**config.mk**
```make
export PLATFORM = sky130hd
export DESIGN_NAME = gated_pulse_counter_dead_time_flat
export DESIGN_NICKNAME = d
export VERILOG_FILES = /design/src/rtl/core/gpc_pkg.sv /design/src/rtl/core/gpc_in_if.sv /design/src/rtl/core/gpc_out_if.sv /design/src/rtl/core/gated_pulse_counter_dead_time.sv /design/src/rtl/core/gpc_cfg.sv /design/src/rtl/core/gpc_core.sv /design/src/flat_wrapper.sv
export SDC_FILE = /design/constraint.sdc
export NUM_CORES = 1
export LEC_CHECK = 0
export ABC_AREA = 0
export BUFFER_PORTS_ARGS = -buffer_cell sky130_fd_sc_hd__clkbuf_2
export CAP_MARGIN = 40
export CORE_MARGIN = 5
export CORE_UTILIZATION = 62
export DETAILED_ROUTE_END_ITERATION = 10
export GPL_ROUTABILITY_DRIVEN = 1
export HOLD_SLACK_MARGIN = 0.06
export PLACE_DENSITY = 0.78
export SYNTH_ARGS = -nofsm -noshare
export SYNTH_HDL_FRONTEND = slang
export SYNTH_HIERARCHICAL = 1
export SYNTH_SLANG_ARGS = --single-unit
```
**constraint.sdc**
```tcl
create_clock -name clk -period 24.8 [get_ports clk]
set_input_delay 2.48 -clock clk [delete_from_list [all_inputs] [get_ports clk]]
set_output_delay 2.48 -clock clk [all_outputs]
set_load 0.05 [all_outputs]
```
**src/rtl/core/gpc_pkg.sv**
```systemverilog
package gpc_pkg;

  localparam int unsigned DEAD_W   = 16;
  localparam int unsigned PRESS_W  = 24;
  localparam int unsigned PRE_W    = 24;
  localparam int unsigned SEC_W    = 10;
  localparam int unsigned CNT_W    = 16;
  localparam int unsigned CFG_DW   = 24;
  localparam int unsigned CFG_IDXW = 3;

  localparam logic [DEAD_W-1:0]  DEAD_TIME_RST  = DEAD_W'(1000);
  localparam logic [PRESS_W-1:0] LONG_PRESS_RST = PRESS_W'(2000000);
  localparam logic [PRE_W-1:0]   TPS_RST        = PRE_W'(1000000);
  localparam logic [SEC_W-1:0]   GATE_RST       = SEC_W'(10);
  localparam logic [CNT_W-1:0]   LIMIT_RST      = CNT_W'(9999);
  localparam logic [SEC_W-1:0]   SECONDS_MAX    = SEC_W'(999);

  typedef enum logic [CFG_IDXW-1:0] {
    CFG_DEAD_TIME  = 3'd0,
    CFG_LONG_PRESS = 3'd1,
    CFG_TPS        = 3'd2,
    CFG_GATE       = 3'd3,
    CFG_LIMIT      = 3'd4
  } cfg_idx_t;

  typedef struct packed {
    logic [DEAD_W-1:0]  dead_time_ticks;
    logic [PRESS_W-1:0] long_press_ticks;
    logic [PRE_W-1:0]   ticks_per_second;
    logic [SEC_W-1:0]   gate_seconds;
    logic [CNT_W-1:0]   count_limit;
  } cfg_t;

  typedef struct packed {
    logic [CNT_W-1:0] pulse_count;
    logic [SEC_W-1:0] seconds_shown;
    logic             is_running;
    logic             report_valid;
    logic [CNT_W-1:0] report_count;
  } res_t;

endpackage

```
**src/rtl/core/gpc_in_if.sv**
```systemverilog
interface gpc_in_if;
  logic valid;
  logic ready;
  logic pulse_rise;
  logic button_level;

  modport source (output valid, output pulse_rise, output button_level, input ready);
  modport sink   (input valid, input pulse_rise, input button_level, output ready);
endinterface

```
**src/rtl/core/gpc_out_if.sv**
```systemverilog
interface gpc_out_if;
  logic                       valid;
  logic                       ready;
  logic [gpc_pkg::CNT_W-1:0]  pulse_count;
  logic [gpc_pkg::SEC_W-1:0]  seconds_shown;
  logic                       is_running;
  logic                       report_valid;
  logic [gpc_pkg::CNT_W-1:0]  report_count;

  modport source (output valid, output pulse_count, output seconds_shown,
                  output is_running, output report_valid, output report_count,
                  input ready);
  modport sink   (input valid, input pulse_count, input seconds_shown,
                  input is_running, input report_valid, input report_count,
                  output ready);
endinterface

```
**src/rtl/core/gated_pulse_counter_dead_time.sv**
```systemverilog
// Gated pulse counter with dead time. Each input word is one time tick and
// yields exactly one result word: the count and seconds of the current window,
// the run flag, and a report flag with the finished window's count. A new word
// is taken every clock cycle; its result is registered in the output register
// on acceptance. The only thing that slows intake is the single output
// register: while it holds a word the sink has not taken, input ready is low.
// The user must write cfg registers only while idle; the block does not check.
module gated_pulse_counter_dead_time (
  input  logic                          clk,
  input  logic                          rst_n,
  gpc_in_if.sink                        in_word,
  gpc_out_if.source                     out_word,
  input  logic                          cfg_we,
  input  logic [gpc_pkg::CFG_IDXW-1:0]  cfg_index,
  input  logic [gpc_pkg::CFG_DW-1:0]    cfg_wdata
);
  import gpc_pkg::*;

  cfg_t cfg;
  res_t res;
  res_t res_r;
  logic out_valid_r;
  logic accept;

  assign in_word.ready = !out_valid_r || out_word.ready;
  assign accept        = in_word.valid && in_word.ready;

  gpc_cfg u_cfg (
    .clk       (clk),
    .rst_n     (rst_n),
    .cfg_we    (cfg_we),
    .cfg_index (cfg_index),
    .cfg_wdata (cfg_wdata),
    .cfg       (cfg)
  );

  gpc_core u_core (
    .clk          (clk),
    .rst_n        (rst_n),
    .advance      (accept),
    .pulse_rise   (in_word.pulse_rise),
    .button_level (in_word.button_level),
    .cfg          (cfg),
    .res          (res)
  );

  always_ff @(posedge clk) begin
    if (!rst_n) begin
      out_valid_r <= 1'b0;
    end else if (accept) begin
      out_valid_r <= 1'b1;
    end else if (out_word.ready) begin
      out_valid_r <= 1'b0;
    end
  end

  always_ff @(posedge clk) begin
    if (accept) begin
      res_r <= res;
    end
  end

  assign out_word.valid         = out_valid_r;
  assign out_word.pulse_count   = res_r.pulse_count;
  assign out_word.seconds_shown = res_r.seconds_shown;
  assign out_word.is_running    = res_r.is_running;
  assign out_word.report_valid  = res_r.report_valid;
  assign out_word.report_count  = res_r.report_count;

endmodule

```
**src/rtl/core/gpc_cfg.sv**
```systemverilog
module gpc_cfg (
  input  logic                          clk,
  input  logic                          rst_n,
  input  logic                          cfg_we,
  input  logic [gpc_pkg::CFG_IDXW-1:0]  cfg_index,
  input  logic [gpc_pkg::CFG_DW-1:0]    cfg_wdata,
  output gpc_pkg::cfg_t                 cfg
);
  import gpc_pkg::*;

  cfg_t cfg_r;
  cfg_t cfg_nxt;

  always_comb begin
    cfg_nxt = cfg_r;
    if (cfg_we) begin
      unique case (cfg_idx_t'(cfg_index))
        CFG_DEAD_TIME:  cfg_nxt.dead_time_ticks  = cfg_wdata[DEAD_W-1:0];
        CFG_LONG_PRESS: cfg_nxt.long_press_ticks = cfg_wdata[PRESS_W-1:0];
        CFG_TPS:        cfg_nxt.ticks_per_second = cfg_wdata[PRE_W-1:0];
        CFG_GATE:       cfg_nxt.gate_seconds     = cfg_wdata[SEC_W-1:0];
        CFG_LIMIT:      cfg_nxt.count_limit      = cfg_wdata[CNT_W-1:0];
        default:        cfg_nxt = cfg_r;
      endcase
    end
  end

  always_ff @(posedge clk) begin
    if (!rst_n) begin
      cfg_r.dead_time_ticks  <= DEAD_TIME_RST;
      cfg_r.long_press_ticks <= LONG_PRESS_RST;
      cfg_r.ticks_per_second <= TPS_RST;
      cfg_r.gate_seconds     <= GATE_RST;
      cfg_r.count_limit      <= LIMIT_RST;
    end else begin
      cfg_r <= cfg_nxt;
    end
  end

  assign cfg = cfg_r;

endmodule

```
**src/rtl/core/gpc_core.sv**
```systemverilog
module gpc_core (
  input  logic           clk,
  input  logic           rst_n,
  input  logic           advance,
  input  logic           pulse_rise,
  input  logic           button_level,
  input  gpc_pkg::cfg_t  cfg,
  output gpc_pkg::res_t  res
);
  import gpc_pkg::*;

  logic [DEAD_W-1:0]  since_r,  since_nxt;
  logic [CNT_W-1:0]   total_r,  total_nxt;
  logic               run_r,    run_nxt;
  logic [PRE_W-1:0]   pre_r,    pre_nxt;
  logic [SEC_W-1:0]   secs_r,   secs_nxt;
  logic               was_r,    was_nxt;
  logic               long_r,   long_nxt;
  logic [PRESS_W-1:0] press_r,  press_nxt;

  logic [DEAD_W-1:0]  since_inc;
  logic [PRESS_W-1:0] press_inc;
  logic [CNT_W:0]     cnt_inc;
  logic [PRE_W:0]     pre_inc;
  logic               sec_tick;
  logic               report;
  logic [CNT_W-1:0]   reported;

  always_comb begin
    was_nxt   = was_r;
    long_nxt  = long_r;
    press_nxt = press_r;
    run_nxt   = run_r;
    total_nxt = total_r;
    secs_nxt  = secs_r;
    report    = 1'b0;
    reported  = '0;
    press_inc = (press_r == '1) ? press_r : press_r + PRESS_W'(1);

    // button: press start, release toggle, long hold clear
    if (button_level && !was_r) begin
      was_nxt   = 1'b1;
      long_nxt  = 1'b0;
      press_nxt = '0;
    end else if (!button_level && was_r) begin
      was_nxt = 1'b0;
      if (!long_r) begin
        run_nxt = !run_r;
      end
    end else if (button_level && was_r && !long_r) begin
      press_nxt = press_inc;
      if (press_inc > cfg.long_press_ticks) begin
        long_nxt  = 1'b1;
        run_nxt   = 1'b0;
        secs_nxt  = '0;
        total_nxt = '0;
      end
    end

    // pulse edge with dead time
    since_inc = (since_r == '1) ? since_r : since_r + DEAD_W'(1);
    since_nxt = since_inc;
    cnt_inc   = {1'b0, total_nxt} + (CNT_W+1)'(1);
    if (pulse_rise && (since_inc > cfg.dead_time_ticks)) begin
      since_nxt = '0;
      if (run_nxt) begin
        total_nxt = (cnt_inc < {1'b0, cfg.count_limit}) ? cnt_inc[CNT_W-1:0]
                                                       : cfg.count_limit;
      end
    end

    // prescaler and gate
    pre_inc  = {1'b0, pre_r} + (PRE_W+1)'(1);
    sec_tick = (pre_inc >= {1'b0, cfg.ticks_per_second});
    pre_nxt  = sec_tick ? '0 : pre_inc[PRE_W-1:0];
    if (sec_tick && run_nxt) begin
      if (secs_nxt < SECONDS_MAX) begin
        secs_nxt = secs_nxt + SEC_W'(1);
      end
      if (secs_nxt >= cfg.gate_seconds) begin
        report    = 1'b1;
        reported  = total_nxt;
        total_nxt = '0;
        secs_nxt  = '0;
      end
    end
  end

  always_comb begin
    res.pulse_count   = total_nxt;
    res.seconds_shown = secs_nxt;
    res.is_running    = run_nxt;
    res.report_valid  = report;
    res.report_count  = reported;
  end

  always_ff @(posedge clk) begin
    if (!rst_n) begin
      since_r <= '1;
      total_r <= '0;
      run_r   <= 1'b0;
      pre_r   <= '0;
      secs_r  <= '0;
      was_r   <= 1'b0;
      long_r  <= 1'b0;
      press_r <= '0;
    end else if (advance) begin
      since_r <= since_nxt;
      total_r <= total_nxt;
      run_r   <= run_nxt;
      pre_r   <= pre_nxt;
      secs_r  <= secs_nxt;
      was_r   <= was_nxt;
      long_r  <= long_nxt;
      press_r <= press_nxt;
    end
  end

endmodule

```
**src/flat_wrapper.sv**
```systemverilog
// flat-port wrapper written by rule: the top's interface ports become plain ports
module gated_pulse_counter_dead_time_flat import gpc_pkg::*;
  (clk, rst_n, cfg_we, cfg_index, cfg_wdata, in_word_valid, in_word_pulse_rise, in_word_button_level, in_word_ready, out_word_valid, out_word_pulse_count, out_word_seconds_shown, out_word_is_running, out_word_report_valid, out_word_report_count, out_word_ready);
  gpc_in_if in_word_i ();
  gpc_out_if out_word_i ();
  input  logic clk;
  input  logic rst_n;
  input  logic cfg_we;
  input  logic [gpc_pkg::CFG_IDXW-1:0] cfg_index;
  input  logic [gpc_pkg::CFG_DW-1:0] cfg_wdata;
  input wire logic [$bits(in_word_i.valid)-1:0] in_word_valid;
  input wire logic [$bits(in_word_i.pulse_rise)-1:0] in_word_pulse_rise;
  input wire logic [$bits(in_word_i.button_level)-1:0] in_word_button_level;
  output wire logic [$bits(in_word_i.ready)-1:0] in_word_ready;
  output wire logic [$bits(out_word_i.valid)-1:0] out_word_valid;
  output wire logic [$bits(out_word_i.pulse_count)-1:0] out_word_pulse_count;
  output wire logic [$bits(out_word_i.seconds_shown)-1:0] out_word_seconds_shown;
  output wire logic [$bits(out_word_i.is_running)-1:0] out_word_is_running;
  output wire logic [$bits(out_word_i.report_valid)-1:0] out_word_report_valid;
  output wire logic [$bits(out_word_i.report_count)-1:0] out_word_report_count;
  input wire logic [$bits(out_word_i.ready)-1:0] out_word_ready;
  assign in_word_i.valid = in_word_valid;
  assign in_word_i.pulse_rise = in_word_pulse_rise;
  assign in_word_i.button_level = in_word_button_level;
  assign in_word_ready = in_word_i.ready;
  assign out_word_valid = out_word_i.valid;
  assign out_word_pulse_count = out_word_i.pulse_count;
  assign out_word_seconds_shown = out_word_i.seconds_shown;
  assign out_word_is_running = out_word_i.is_running;
  assign out_word_report_valid = out_word_i.report_valid;
  assign out_word_report_count = out_word_i.report_count;
  assign out_word_i.ready = out_word_ready;
  gated_pulse_counter_dead_time u_core (.clk(clk), .rst_n(rst_n), .in_word(in_word_i), .out_word(out_word_i), .cfg_we(cfg_we), .cfg_index(cfg_index), .cfg_wdata(cfg_wdata));
endmodule
```
After elaboration in Yosys (flattened, before gate mapping)
Cells that the tools add are included.
{"block": "totals", "in_bits": 34, "out_inout_bits": 46, "ff_bits": 228, "wordCells": 102}
{"block": "classes", "eq_ne": 7, "magnitude_cmp": 6, "n_mux": 38, "n_addsub": 5, "reduce_logical": 27}
{"operator": "2-to-1 mux 16 bit", "count": 11}
{"operator": "2-to-1 mux 24 bit", "count": 5}
{"operator": "2-to-1 mux 10 bit", "count": 8}
{"operator": "adder 24 x 1 -> 25 bit, second input constant", "count": 1}
{"operator": "greater-or-equal comparator 25 x 24 -> 1 bit", "count": 1}
{"operator": "adder 24 x 1 -> 24 bit, second input constant", "count": 1}
{"operator": "equality test 24 bit, second input constant", "count": 1}
{"operator": "> comparator 24 bit", "count": 1}
{"operator": "adder 16 x 1 -> 17 bit, second input constant", "count": 1}
{"operator": "< comparator 17 x 16 -> 1 bit", "count": 1}
{"operator": "adder 16 x 1 -> 16 bit, second input constant", "count": 1}
{"operator": "equality test 16 bit, second input constant", "count": 1}
{"operator": "> comparator 16 bit", "count": 1}
{"operator": "2-to-1 mux 1 bit", "count": 14}
{"operator": "AND reduction 2 bit", "count": 7}
{"operator": "adder 10 x 1 -> 10 bit, second input constant", "count": 1}
{"operator": "greater-or-equal comparator 10 bit", "count": 1}
{"operator": "< comparator 10 bit, second input constant", "count": 1}
{"operator": "nonzero test 2 bit", "count": 4}
{"operator": "logical AND 1 bit", "count": 7}
{"operator": "equality test 3 x 2 -> 1 bit, second input constant", "count": 2}
{"operator": "logical NOT 1 bit", "count": 5}
{"operator": "AND reduction 4 bit", "count": 1}
{"operator": "equality test 3 x 1 -> 1 bit, second input constant", "count": 1}
{"operator": "5 further kinds", "count": 5}

Logic depth before layout (Yosys ltp)
Gate-level depths: netlist (run 1).
{"block": "depth", "word_depth": 14, "mapped_depth": 35, "mapped_depth_nobuf": 31}

Hierarchy
The synthesis (run 1) kept the hierarchy.
{"mod": "gpc_core", "cells_per_inst": 1218, "area_per_inst_um2": 8941.1, "seq_area_each_um2": 1861.8, "instances": 1}
{"mod": "gpc_cfg", "cells_per_inst": 341, "area_per_inst_um2": 3523.4, "seq_area_each_um2": 1801.7, "instances": 1}
{"mod": "gated_pulse_counter_dead_time", "cells_per_inst": 49, "area_per_inst_um2": 1378.8, "seq_area_each_um2": 1341.3, "instances": 1}

Least setup slack after synthesis (run 1)
Ideal clock, no wire load.
{"block": "synth_timing", "path_kind": "register to register", "start": "reg u_core.u_core.press_r[10]", "end": "reg u_core.res_r (netlist bit u_core/out_word.report_count[12]), data pin", "stages_incl_launch_ff": 35, "n_path_buf": 5, "slack_ns": 16.906, "t_required_ns": 24.534, "t_arrival_ns": 7.628, "path_cell_list": "dfxtp_1 -> nand4_1 -> nor4_2 -> and3_1 -> clkbuf_1 -> nor2b_1 -> clkbuf_1 -> and4_1 -> xor2_1 -> ha_1 -> nand4_1 -> nor4_1 -> a21boi_0 -> and2_1 -> nand2_1 -> clkbuf_1 -> clkbuf_1 -> and2_1 -> ha_1 -> nand4_1 -> or2_2 -> nor2_1 -> nand3_1 -> xor2_1 -> nor2_1 -> ha_1 -> a211o_1 -> o221a_2 -> a21oi_1 -> and4b_1 -> a221oi_4 -> nand2_1 -> buf_2 -> a311oi_1 -> nor2_1"}
{"block": "synth_between", "elab_chain_cells": 12, "elab_cells_between_ends": 28}
{"item": "from (decl)", "line_no": "gpc_core.sv:19", "source": "logic [PRESS_W-1:0] press_r, press_nxt;"}
{"item": "from (signal assigned)", "line_no": "gpc_core.sv:115", "source": "press_r <= press_nxt;"}
{"item": "adder 24 x 1 -> 24 bit or equality test 24 bit (tied branches)", "line_no": "gpc_core.sv:38", "source": "press_inc = (press_r == '1) ? press_r : press_r + PRESS_W'(1);"}
{"item": "2-to-1 mux 24 bit *", "line_no": "gpc_core.sv:38"}
{"item": "> comparator 24 bit *", "line_no": "gpc_core.sv:52", "source": "if (press_inc > cfg.long_press_ticks) begin"}
{"item": "2-to-1 mux 16 bit or 2-to-1 mux 10 bit (tied branches)", "line_no": "gpc_core.sv:52"}
{"item": "2-to-1 mux 16 bit or 2-to-1 mux 10 bit (tied branches)", "line_no": "gpc_core.sv:50", "source": "end else if (button_level && was_r && !long_r) begin"}
{"item": "2-to-1 mux 16 bit or 2-to-1 mux 10 bit (tied branches)", "line_no": "gpc_core.sv:45", "source": "end else if (!button_level && was_r) begin"}
{"item": "2-to-1 mux 16 bit or 2-to-1 mux 10 bit (tied branches)", "line_no": "gpc_core.sv:41", "source": "if (button_level && !was_r) begin"}
{"item": "adder 16 x 1 -> 17 bit (tied with other cells)", "line_no": "gpc_core.sv:63", "source": "cnt_inc = {1'b0, total_nxt} + (CNT_W+1)'(1);"}
{"item": "< comparator 17 x 16 -> 1 bit or 2-to-1 mux 10 bit (tied branches)", "line_no": "gpc_core.sv:67, gpc_core.sv:77"}
{"item": "2-to-1 mux 16 bit or 2-to-1 mux 10 bit (tied branches)", "line_no": "gpc_core.sv:67, gpc_core.sv:76"}
{"item": "2-to-1 mux 16 bit or greater-or-equal comparator 10 bit (tied branches)", "line_no": "gpc_core.sv:66, gpc_core.sv:80"}
{"item": "2-to-1 mux 16 bit or AND reduction 2 bit (tied branches)"}
{"item": "to (signal assigned)", "line_no": "gated_pulse_counter_dead_time.sv:59", "source": "res_r <= res;"}
{"item": "to (decl)", "line_no": "gated_pulse_counter_dead_time.sv:21", "source": "res_t res_r;"}
Mark *: on every way between the ends. The rest lies on a longest branch, timed or not. The select of a mux whose other input is x is not followed.
A chain may end at the register's enable or synchronous reset.

Worst setup path after layout (run 1)
{"block": "layout_timing", "start": "reg u_core.u_core.press_r[10]", "end": "reg u_core.res_r (netlist bit u_core/out_word.report_count[11]), data pin"}
The elaborated chain is that of the path after synthesis.

==> flow_metrics.py, run 1 <==
metrics = {
    "detailed_routing": {
        "vias_per_cell": 6.12,
        "ant_nets": 0,
        "drc": 0,
        "routed-via-count": 11900,
        "wl_mm": 35.7,
        "drt-pass1-iter-count": 5,
        "drt_iter0_drc": 862,
        "routedWlPerCell_um": 18.4,
    },
    "power_and_ir_drop": {
        "leakage_nw": 6.49,
        "p_per_area_nw_per_um2": 58.1,
        "pwr-share-comb_pct": 11.6,
        "switchingPower_mw": 0.227,
        "power_frac_clock_pct": 43.5,
        "switching_share_pct": 25.7,
        "vdd_drop_max_mv": 0.0451,
        "internal_power_mw": 0.656,
        "seqPwrFrac_pct": 44.9,
    },
    "logic_synthesis": {
        "syn_nets": 1739,
        "synth-edff-count": 44,
        "ys_types": 89,
        "synth_top_area_share_pct": 26.6,
        "synthArstFlopShare_pct": 0,
        "ys_seq_area_share_pct": 36.2,
        "ys_ff_latch": 228,
        "yosys-top-cells-area": "dfxtp_1 (27%), edfxtp_1 (9.5%), ha_1 (8.8%)",
        "syn_area_per_cell_um2": 8.61,
        "synth_area_um2": 13800,
        "syn_inst": 1608,
        "synthFlopType": "dfxtp_1",
        "yosys_warnings": 6,
        "yosysMostFrequentCell": "nand2_1",
        "ys_top_cells_by_count": "nand2_1 (191), dfxtp_1 (184), nor2_1 (113), inv_1 (106), ha_1 (97)",
        "synth_top_area_cell": "dfxtp_1",
    },
    "final_layout": {
        "fin_nets": 1775,
        "layout-drive-gt1-share_pct": 10.5,
        "diodes": 0,
        "design_area_um2": 15200,
        "multiInputGateArea_um2": 8050,
        "nFillCells": 1792,
        "layout.area.seq_um2": 5000,
        "area_growth_pct": 9.95,
    },
    "placement": {
        "io_buffers": 79,
        "dp_hpwl_mm": 25.6,
        "place_congestion": 0.971,
        "placed_area_um2": 14400,
    },
    "setup_path": {
        "cp_data_arrival_time_ps": 9280,
        "cpLargestDelayFamily": "simple AND/OR/NAND/NOR gates",
        "crit_cells": 29,
        "path_max_fanout": 38,
        "critical_path.slowest_cell": "o311ai_1",
        "crit_buf_inv": 1,
        "reg2reg_depth": 29,
        "crit_required_ps": 25060,
        "start_kind": "flop",
        "crit_path_end_kind": "flop",
        "crit_top_cell": "nor2_1",
        "slowest_delay_ps": 660,
        "critical_path_class": "reg2reg",
    },
    "worst_hold_path": {
        "hold_depth": 2,
        "min_path_type": "reg2reg",
    },
    "cts": {
        "cts_buffers": 26,
        "cts.path.max_buffers": 3,
        "ctsRootBufferMaster": "clkbuf_16",
        "post-cts-setup-buffers": 0,
        "h-tree-depth": 1,
        "path_clk_slew_ps": 50,
        "cts.sinks": 228,
        "ctsResizeCount": 0,
        "cts_tree": "done",
        "cts_hold_buffers": 0,
        "clk_latency_ps": 530,
    },
    "timing": {
        "post-route-period-util_pct": 36.4,
        "hold_violations": 0,
        "finalSetupTns_ps": 0,
        "rsz0062_at_grt": "false",
        "slew_viol_final": 0,
        "min_period_ps": 9020,
        "worstMarginPinSlew_ps": 945,
        "relSlewSlack_pct": 36.7,
        "fmax_mhz": 111,
        "setup_viol_count_final": 0,
        "clock_skew_ps": 14.9,
    },
    "run": {
        "cap_violations": 0,
    },
    "floorplanning": {
        "die_w_um": 159,
        "fp-row-count": 54,
        "dieArea_um2": 25400,
        "coreArea_um2": 21900,
        "initial_core_util_pct": 63.2,
        "num_io_pins": 80,
        "die_h_um": 159,
    },
    "global_route": {
        "grt.overflow.total": 0,
        "grt_pass1_vias": 11500,
        "antenna_found_initial": 0,
        "grt_max_degree": 99,
        "grt_first_pass_wirelength_mm": 58.0,
        "track_usage_pct": 26.9,
    },
    "status": {
        "status": "completed",
    },
}
stage by stage:
step / util [%] / total power [mW] / setup slack, ps / hold WS, ps / std cells
floorplan: - / 0.477 / 16910 / 435 / 1608
global placement: 65.3 / 0.502 / 16310 / 444 / 1889
detailed placement: 65.6 / 0.505 / 16040 / 450 / 1896
CTS: 69.5 / 0.888 / 15970 / 459 / 1943
global route: 69.5 / 0.914 / 14990 / 475 / 1943
finish: 69.5 / 0.884 / 15780 / 459 / 1943
layout make-up:
type	instances	area share, %
clock buffer	37	5.01
clock inverter	10	0.658
inverter	109	2.70
multi-input combinational	1183	52.9
sequential	228	32.9
tap	280	2.30
timing repair buffer	96	3.53
cell usage in the layout, fill, tap and decap left out, drive strengths merged, types with 11 or more instances in the layout:
| master | Yosys | final |
|---|---|---|
| nand2 | 191 | 191 |
| dfxtp | 184 | 184 |
| clkbuf | 61 | 115 |
| nor2 | 114 | 114 |
| inv | 107 | 107 |
| ha | 97 | 97 |
| mux2i | 91 | 91 |
| a21oi | 85 | 85 |
| nand3 | 77 | 77 |
| nor2b | 57 | 57 |
| o21ai | 57 | 57 |
| edfxtp | 44 | 44 |
| xor2 | 39 | 39 |
| xnor2 | 35 | 35 |
| nand4 | 26 | 26 |
| a22oi | 21 | 21 |
| nor3 | 20 | 20 |
| and3 | 20 | 20 |
| and2 | 19 | 19 |
| a211oi | 18 | 18 |
| buf | 27 | 18 |
| and4 | 15 | 15 |
| a31oi | 15 | 15 |
| a221o | 13 | 13 |
| nand2b | 13 | 13 |
| a21o | 12 | 12 |
| o21a | 11 | 11 |
| or3 | 11 | 11 |
worst min-delay path: cells and delay by family, from the launching register on:
kind	cells	cell delay, ps
simple gates	1	50
flops	1	300
mux	1	60
cells by family (layout without fill, tap and decap cells):
family          after synthesis  after routing  synth area share [%]
compound gates              311            311                  15.6
flops                       228            228                  36.2
buf+inv                     197            252                  5.70
fa+ha+maj                    97             97                  8.77
xor+xnor                     74             74                  4.68
mux                          97             97                  7.07
simple gates                604            604                  22.1
power groups by stage:
stage,registers [mW],logic [mW],clock network (mW)
after detailed placement,0.404,0.101,0
final,0.396,0.103,0.385
after floorplan,0.416,0.0614,0
after global routing,0.398,0.112,0.405
after global placement,0.404,0.0983,0
after CTS,0.396,0.102,0.390
path summary, 6_finish.rpt:
path                                           startpoint                                to  slack [ps]
worst max register to register  u_core/u_core/press_r[10]  u_core/out_word.report_count[11]       15780
worst min register to register       u_core/u_cfg/cfg[31]              u_core/u_cfg/cfg[31]         460
worst min-delay path                 u_core/u_cfg/cfg[31]              u_core/u_cfg/cfg[31]         460
worst max-delay path            u_core/u_core/press_r[10]  u_core/out_word.report_count[11]       15780
per-layer routing:
metal  GRT usage [%]  wire, um  part of all wire [%]
met5               0         0                     0
met4            10.0      1380                   3.9
met2            45.1     16800                    47
met1            35.3     15400                    43
met3            3.93      2140                   6.0
sequential cells by signal, summed over array words and instances, names as in the netlist:
register	count
u_core/u_core/secs_r	10
u_core/out_word.seconds_shown	10
u_core/u_cfg/cfg	90
u_core/out_word.valid	1
u_core/u_core/was_r	1
u_core/out_word.report_valid	1
u_core/out_word.pulse_count	16
u_core/u_core/since_r	16
u_core/out_word.report_count	16
u_core/u_core/long_r	1
u_core/u_core/press_r	24
u_core/u_core/pre_r	24
u_core/u_core/run_r	1
u_core/out_word.is_running	1
u_core/u_core/total_r	16
(Power assumes the default switching activity.)
==> run 2: changes to the inputs <==
Settings changed: ABC_AREA 0 to 1, CORE_UTILIZATION 62 to 56, PLACE_DENSITY 0.78 to 0.74.
Clock period 24.8 ns to 7.8 ns, I/O delays scaled along.
==> flow_metrics.py, run 2 <==
metrics = {
    "floorplanning": {
        "fp-row-count": 57,
        "dieArea_um2": 27800,
        "die_w_um": 167,
        "coreArea_um2": 24200,
        "initial_core_util_pct": 56.8,
        "die_h_um": 167,
        "num_io_pins": 80,
    },
    "placement": {
        "placed_area_um2": 14300,
        "dpl_worst_slack_ps": 1200,
        "dp_hpwl_mm": 24.0,
        "io_buffers": 79,
        "place_inst": 2258,
        "place_congestion": 0.955,
    },
    "cts": {
        "clk_latency_ps": 540,
        "cts.sinks": 228,
        "cts_hold_buffers": 0,
        "post-cts-setup-buffers": 0,
        "cts_buffers": 25,
        "cts.path.max_buffers": 3,
        "ctsRootBufferMaster": "clkbuf_16",
        "path_clk_slew_ps": 60,
        "cts_tree": "done",
        "ctsResizeCount": 0,
        "h-tree-depth": 1,
    },
    "logic_synthesis": {
        "ys_top_cells_by_count": "nand2_1 (469), inv_1 (270), nor2_1 (192), dfxtp_1 (184), nand3_1 (169)",
        "syn_nets": 2043,
        "yosys-top-cells-area": "dfxtp_1 (27%), nand2_1 (13%), edfxtp_1 (9.6%)",
        "synth_top_area_share_pct": 26.8,
        "synth-edff-count": 44,
        "syn_area_per_cell_um2": 7.20,
        "ys_seq_area_share_pct": 36.4,
        "synthFlopType": "dfxtp_1",
        "yosysMostFrequentCell": "nand2_1",
        "ys_types": 55,
        "ys_ff_latch": 228,
        "synth_area_um2": 13800,
        "yosys_warnings": 6,
        "syn_inst": 1912,
        "synthArstFlopShare_pct": 0,
        "synth_top_area_cell": "dfxtp_1",
    },
    "final_layout": {
        "fin_nets": 2092,
        "diodes": 0,
        "final_cell_mix": "nand2_1 (469), inv_1 (269), nor2_1 (191), dfxtp_1 (184), nand3_1 (169)",
        "layout-drive-gt1-share_pct": 10.9,
        "design_area_um2": 15200,
        "layout.area.seq_um2": 5000,
        "area_growth_pct": 10.1,
        "layout_commonest_cell": "nand2_1",
        "largest_reg_flops": 90,
        "layout.cells.non_filler": 2304,
        "nFillCells": 2267,
        "multiInputGateArea_um2": 7320,
    },
    "timing": {
        "clock_skew_ps": 21.1,
        "min_period_ps": 6790,
        "fmax_mhz": 147,
        "worstMarginPinSlew_ps": 824,
        "hold_violations": 0,
        "rsz0062_at_grt": "false",
        "post-route-period-util_pct": 87.1,
        "setup_ws_ps": 1010,
        "finalSetupTns_ps": 0,
        "relSlewSlack_pct": 45.0,
        "setup_viol_count_final": 0,
        "slew_viol_final": 0,
    },
    "detailed_routing": {
        "routedWlPerCell_um": 14.2,
        "wl_mm": 32.7,
        "drt_iter0_drc": 818,
        "routed-via-count": 12200,
        "drc": 0,
        "drt-pass1-iter-count": 5,
        "vias_per_cell": 5.29,
        "ant_nets": 0,
    },
    "global_route": {
        "top_usage_layer": "met2",
        "grt_use_met1_pct": 29.5,
        "grt_pass1_vias": 11800,
        "grtUsageMet3_pct": 3.56,
        "grt.overflow.total": 0,
        "track_usage_pct": 23.1,
        "grt_max_degree": 79,
        "grt_first_pass_wirelength_mm": 55.1,
        "antenna_found_initial": 1,
        "met2_usage_pct": 40.2,
    },
    "setup_path": {
        "crit_top_cell": "nand2_1",
        "cp_data_arrival_time_ps": 7070,
        "critical_path.slowest_cell": "dfxtp_1",
        "start_kind": "flop",
        "slowest_delay_ps": 380,
        "r2r-start": "u_core/u_core/press_r[1]",
        "path_max_fanout": 33,
        "crit_required_ps": 8080,
        "reg2reg_to": "u_core/out_word.pulse_count[5]",
        "crit_path_end_kind": "flop",
        "critical_path_class": "reg2reg",
        "rrSetupSlack_ps": 1010,
        "reg2reg_depth": 38,
    },
    "worst_hold_path": {
        "min_path_type": "reg2reg",
        "hold_start": "u_core/u_cfg/cfg[19]",
        "hold_depth": 2,
        "min_to": "u_core/u_cfg/cfg[19]",
    },
    "run": {
        "cap_violations": 0,
    },
    "power_and_ir_drop": {
        "p_per_area_nw_per_um2": 197,
        "vdd_drop_max_mv": 0.159,
        "total_power_mw": 2.99,
        "leakage_nw": 7.35,
    },
    "status": {
        "status": "completed",
    },
}
==> run 2: worst max-delay path by stage <==
stage | depth (start not counted) | slack (ps) | start | endpoint
2_1_floorplan | 45 | 1830 | u_core/u_core/press_r[0] | u_core/out_word.report_valid
3_3_place_gp | 40 | 1390 | u_core/u_core/press_r[2] | u_core/out_word.pulse_count[4]
3_5_place_dp | 38 | 1200 | u_core/u_core/press_r[1] | u_core/out_word.pulse_count[4]
4_1_cts | 38 | 1110 | u_core/u_core/press_r[1] | u_core/out_word.pulse_count[5]
5_1_grt | 38 | 320 | u_core/u_core/press_r[0] | u_core/out_word.pulse_count[4]
6_report | 38 | 1010 | u_core/u_core/press_r[1] | u_core/out_word.pulse_count[5]
==> run 2: cells by family after synthesis <==
group	synth area share, %
AOI/OAI and AO/OA	9.02
xor gates and xnor gates	3.80
adders and majority gates	8.82
buffers and inverters	10.7
DFF	36.4
muxes	0.0727
and+or+nand+nor	31.3
==> run 2: final cells by class <==
class,instances,share of cell area [%]
Tap cell,324,2.68
Inverter,287,7.13
Timing Repair Buffer,89,3.23
Sequential cell,228,33.0
Clock buffer,40,4.90
Multi-Input combinational cell,1330,48.3
Clock inverter,6,0.727
==> run 2: critical path: cells and delay by family, from the launching register on <==
family          cells  cell delay (ps)
simple gates       28             4500
xor+xnor            1              160
compound gates      2              230
flops               1              380
buf+inv             4              400
fa+ha+maj           3              800
==> run 2: per-stage QoR <==
step           util, %  hold WS (ps)
6_report          62.5           465
5_1_grt           62.5           462
4_1_cts           62.5           451
3_5_place_dp      59.0           451
3_3_place_gp      58.8           444
2_1_floorplan        -           429
==> run 2: power breakdown <==
part	internal [mW]	switching (mW)	total, mW
combinational	0.144	0.331	0.475
sequential	1.26	0.0345	1.29
clock	0.748	0.474	1.22
total	2.15	0.840	2.99
==> run 2: metal layers <==
metal	vias to the layer above	part of all wire, %	wire length, um
li1	6263	-	-
met5	-	0.040	13
met1	5575	44	14400
met3	66	4.9	1610
met4	2	3.1	1010
met2	277	48	15600
==> run 3: changes to the inputs <==
Settings changed: CORE_MARGIN 5 to not set, CORE_UTILIZATION 56 to 58, CTS_BUF_LIST set to sky130_fd_sc_hd__clkbuf_8, PLACE_DENSITY 0.74 to 0.76.
==> flow_metrics.py, run 3 (synthesized netlist as in run 2, its figures left out) <==
metrics = {
    "placement": {
        "dpl_worst_slack_ps": 1210,
        "place_congestion": 0.954,
        "io_buffers": 79,
        "dp_hpwl_mm": 23.4,
    },
    "worst_hold_path": {
        "min_to": "u_core/u_cfg/cfg[65]",
        "hold_start": "cfg_wdata[15]",
        "hold_depth": 3,
        "min_path_type": "in2reg",
    },
    "global_route": {
        "grt_pass1_vias": 11500,
        "grt.overflow.total": 0,
        "track_usage_pct": 26.6,
        "antenna_found_initial": 1,
        "grt_first_pass_wirelength_mm": 53.0,
        "grt_max_degree": 91,
    },
    "cts": {
        "ctsRootBufferMaster": "clkbuf_8",
        "clk_latency_ps": 540,
        "h-tree-depth": 2,
        "cts.path.max_buffers": 3,
        "path_clk_slew_ps": 70,
        "post-cts-setup-buffers": 0,
        "cts_buffers": 41,
        "cts_hold_buffers": 0,
        "cts_tree": "done",
        "ctsResizeCount": 0,
        "cts.sinks": 228,
    },
    "final_layout": {
        "largest_reg_flops": 90,
        "layout-drive-gt1-share_pct": 12.1,
        "area_growth_pct": 10.0,
        "final_cell_mix": "nand2_1 (469), inv_1 (277), nor2_1 (191), dfxtp_1 (184), nand3_1 (169)",
        "fin_nets": 2107,
        "layout_commonest_cell": "nand2_1",
    },
    "setup_path": {
        "r2r-start": "u_core/u_core/press_r[1]",
        "rrSetupSlack_ps": 1100,
        "path_max_fanout": 39,
        "crit_top_cell": "nand2_1",
        "critical_path.slowest_cell": "nand3_4",
        "start_kind": "flop",
        "slowest_delay_ps": 420,
        "reg2reg_to": "u_core/out_word.pulse_count[4]",
        "reg2reg_depth": 38,
        "crit_required_ps": 8080,
        "crit_buf_inv": 4,
        "critical_path_class": "reg2reg",
        "crit_path_end_kind": "flop",
        "cpLargestDelayFamily": "simple AND/OR/NAND/NOR gates",
        "cp_data_arrival_time_ps": 6980,
    },
    "timing": {
        "hold_violations": 0,
        "rsz0062_at_grt": "false",
        "clock_skew_ps": 22.0,
        "worstMarginPinSlew_ps": 877,
        "setup_viol_count_final": 0,
        "slew_viol_final": 0,
        "post-route-period-util_pct": 85.9,
        "fmax_mhz": 149,
        "finalSetupTns_ps": 0,
        "min_period_ps": 6700,
        "relSlewSlack_pct": 41.5,
        "setup_ws_ps": 1100,
    },
    "power_and_ir_drop": {
        "switchingPower_mw": 0.863,
        "power_frac_clock_pct": 39.5,
        "vdd_drop_max_mv": 0.127,
        "leakage_nw": 7.41,
        "internal_power_mw": 2.06,
        "seqPwrFrac_pct": 44.3,
        "p_per_area_nw_per_um2": 193,
        "switching_share_pct": 29.6,
        "pwr-share-comb_pct": 16.2,
    },
    "detailed_routing": {
        "routedWlPerCell_um": 13.8,
        "drc": 0,
        "wl_mm": 32.0,
        "drt-pass1-iter-count": 5,
        "vias_per_cell": 5.31,
        "routed-via-count": 12300,
        "drt_iter0_drc": 689,
        "ant_nets": 0,
    },
    "status": {
        "status": "completed",
    },
    "run": {
        "cap_violations": 0,
    },
    "floorplanning": {
        "coreArea_um2": 23000,
        "dieArea_um2": 24300,
        "die_h_um": 156,
        "initial_core_util_pct": 59.9,
        "num_io_pins": 80,
        "die_w_um": 156,
        "fp-row-count": 55,
    },
}
run 3: changes by cell type in the layout (fill, tap and decap cells not counted), sizes merged:
cell      delta
inv          +7
clkinvlp     +1
buf          -1
clkbuf      +14
diode        +1
clkinv       +7
bufinv       -2
run 3: metrics by stage:
step,power [mW],hold slack (ps),std cells,util (%),instance area [um2]
5_1_grt,3.06,466,2319,65.9,15100
3_3_place_gp,1.77,442,2244,62.0,14200
6_report,2.92,464,2320,65.9,15100
4_1_cts,2.95,443,2319,65.9,15100
2_1_floorplan,1.68,429,1912,-,13800
3_5_place_dp,1.79,448,2246,62.2,14300
run 3: area by class of cell:
class / count / area, um2
tap: 313 / 392
clock inverter: 19 / 113
multi-input combinational: 1330 / 7320
sequential: 228 / 5000
inverter: 287 / 1080
antenna: 1 / 2.50
fill: 2058 / 7840
clock buffer: 54 / 743
timing repair buffer: 88 / 489
run 3: routing by layer:
metal / global-route usage, % / up-vias / wire [um]
met4: 8.82 / 4 / 830
li1: - / 6280 / -
met3: 4.33 / 68 / 1870
met2: 46.1 / 330 / 15400
met5: 1.45 / - / 60
met1: 33.3 / 5627 / 13800
run 3: how the worst max path moves through the flow:
stage,from,endpoint,slack (ps),depth (start not counted)
after global placement,u_core/u_core/press_r[1],u_core/out_word.pulse_count[4],1340,38
after floorplan,u_core/u_core/press_r[0],u_core/out_word.report_valid,1830,45
after CTS,u_core/u_core/press_r[1],u_core/out_word.pulse_count[4],1160,38
after global routing,u_core/u_core/press_r[1],u_core/out_word.pulse_count[8],420,45
final,u_core/u_core/press_r[1],u_core/out_word.pulse_count[4],1100,38
after detailed placement,u_core/u_core/press_r[2],u_core/out_word.pulse_count[4],1210,38
run 3: power by group through the flow:
stage / Combinational (mW) / Sequential [mW] / Clock (mW)
CTS: 0.472 / 1.29 / 1.18
detailed placement: 0.470 / 1.32 / 0
global placement: 0.457 / 1.32 / 0
floorplan: 0.310 / 1.37 / 0
finish: 0.474 / 1.29 / 1.15
global route: 0.531 / 1.30 / 1.23
run 3: worst min-delay path, stage by stage:
cell and delay (ps):
clkbuf_2 90, nand2_1 50, nand3_1 50
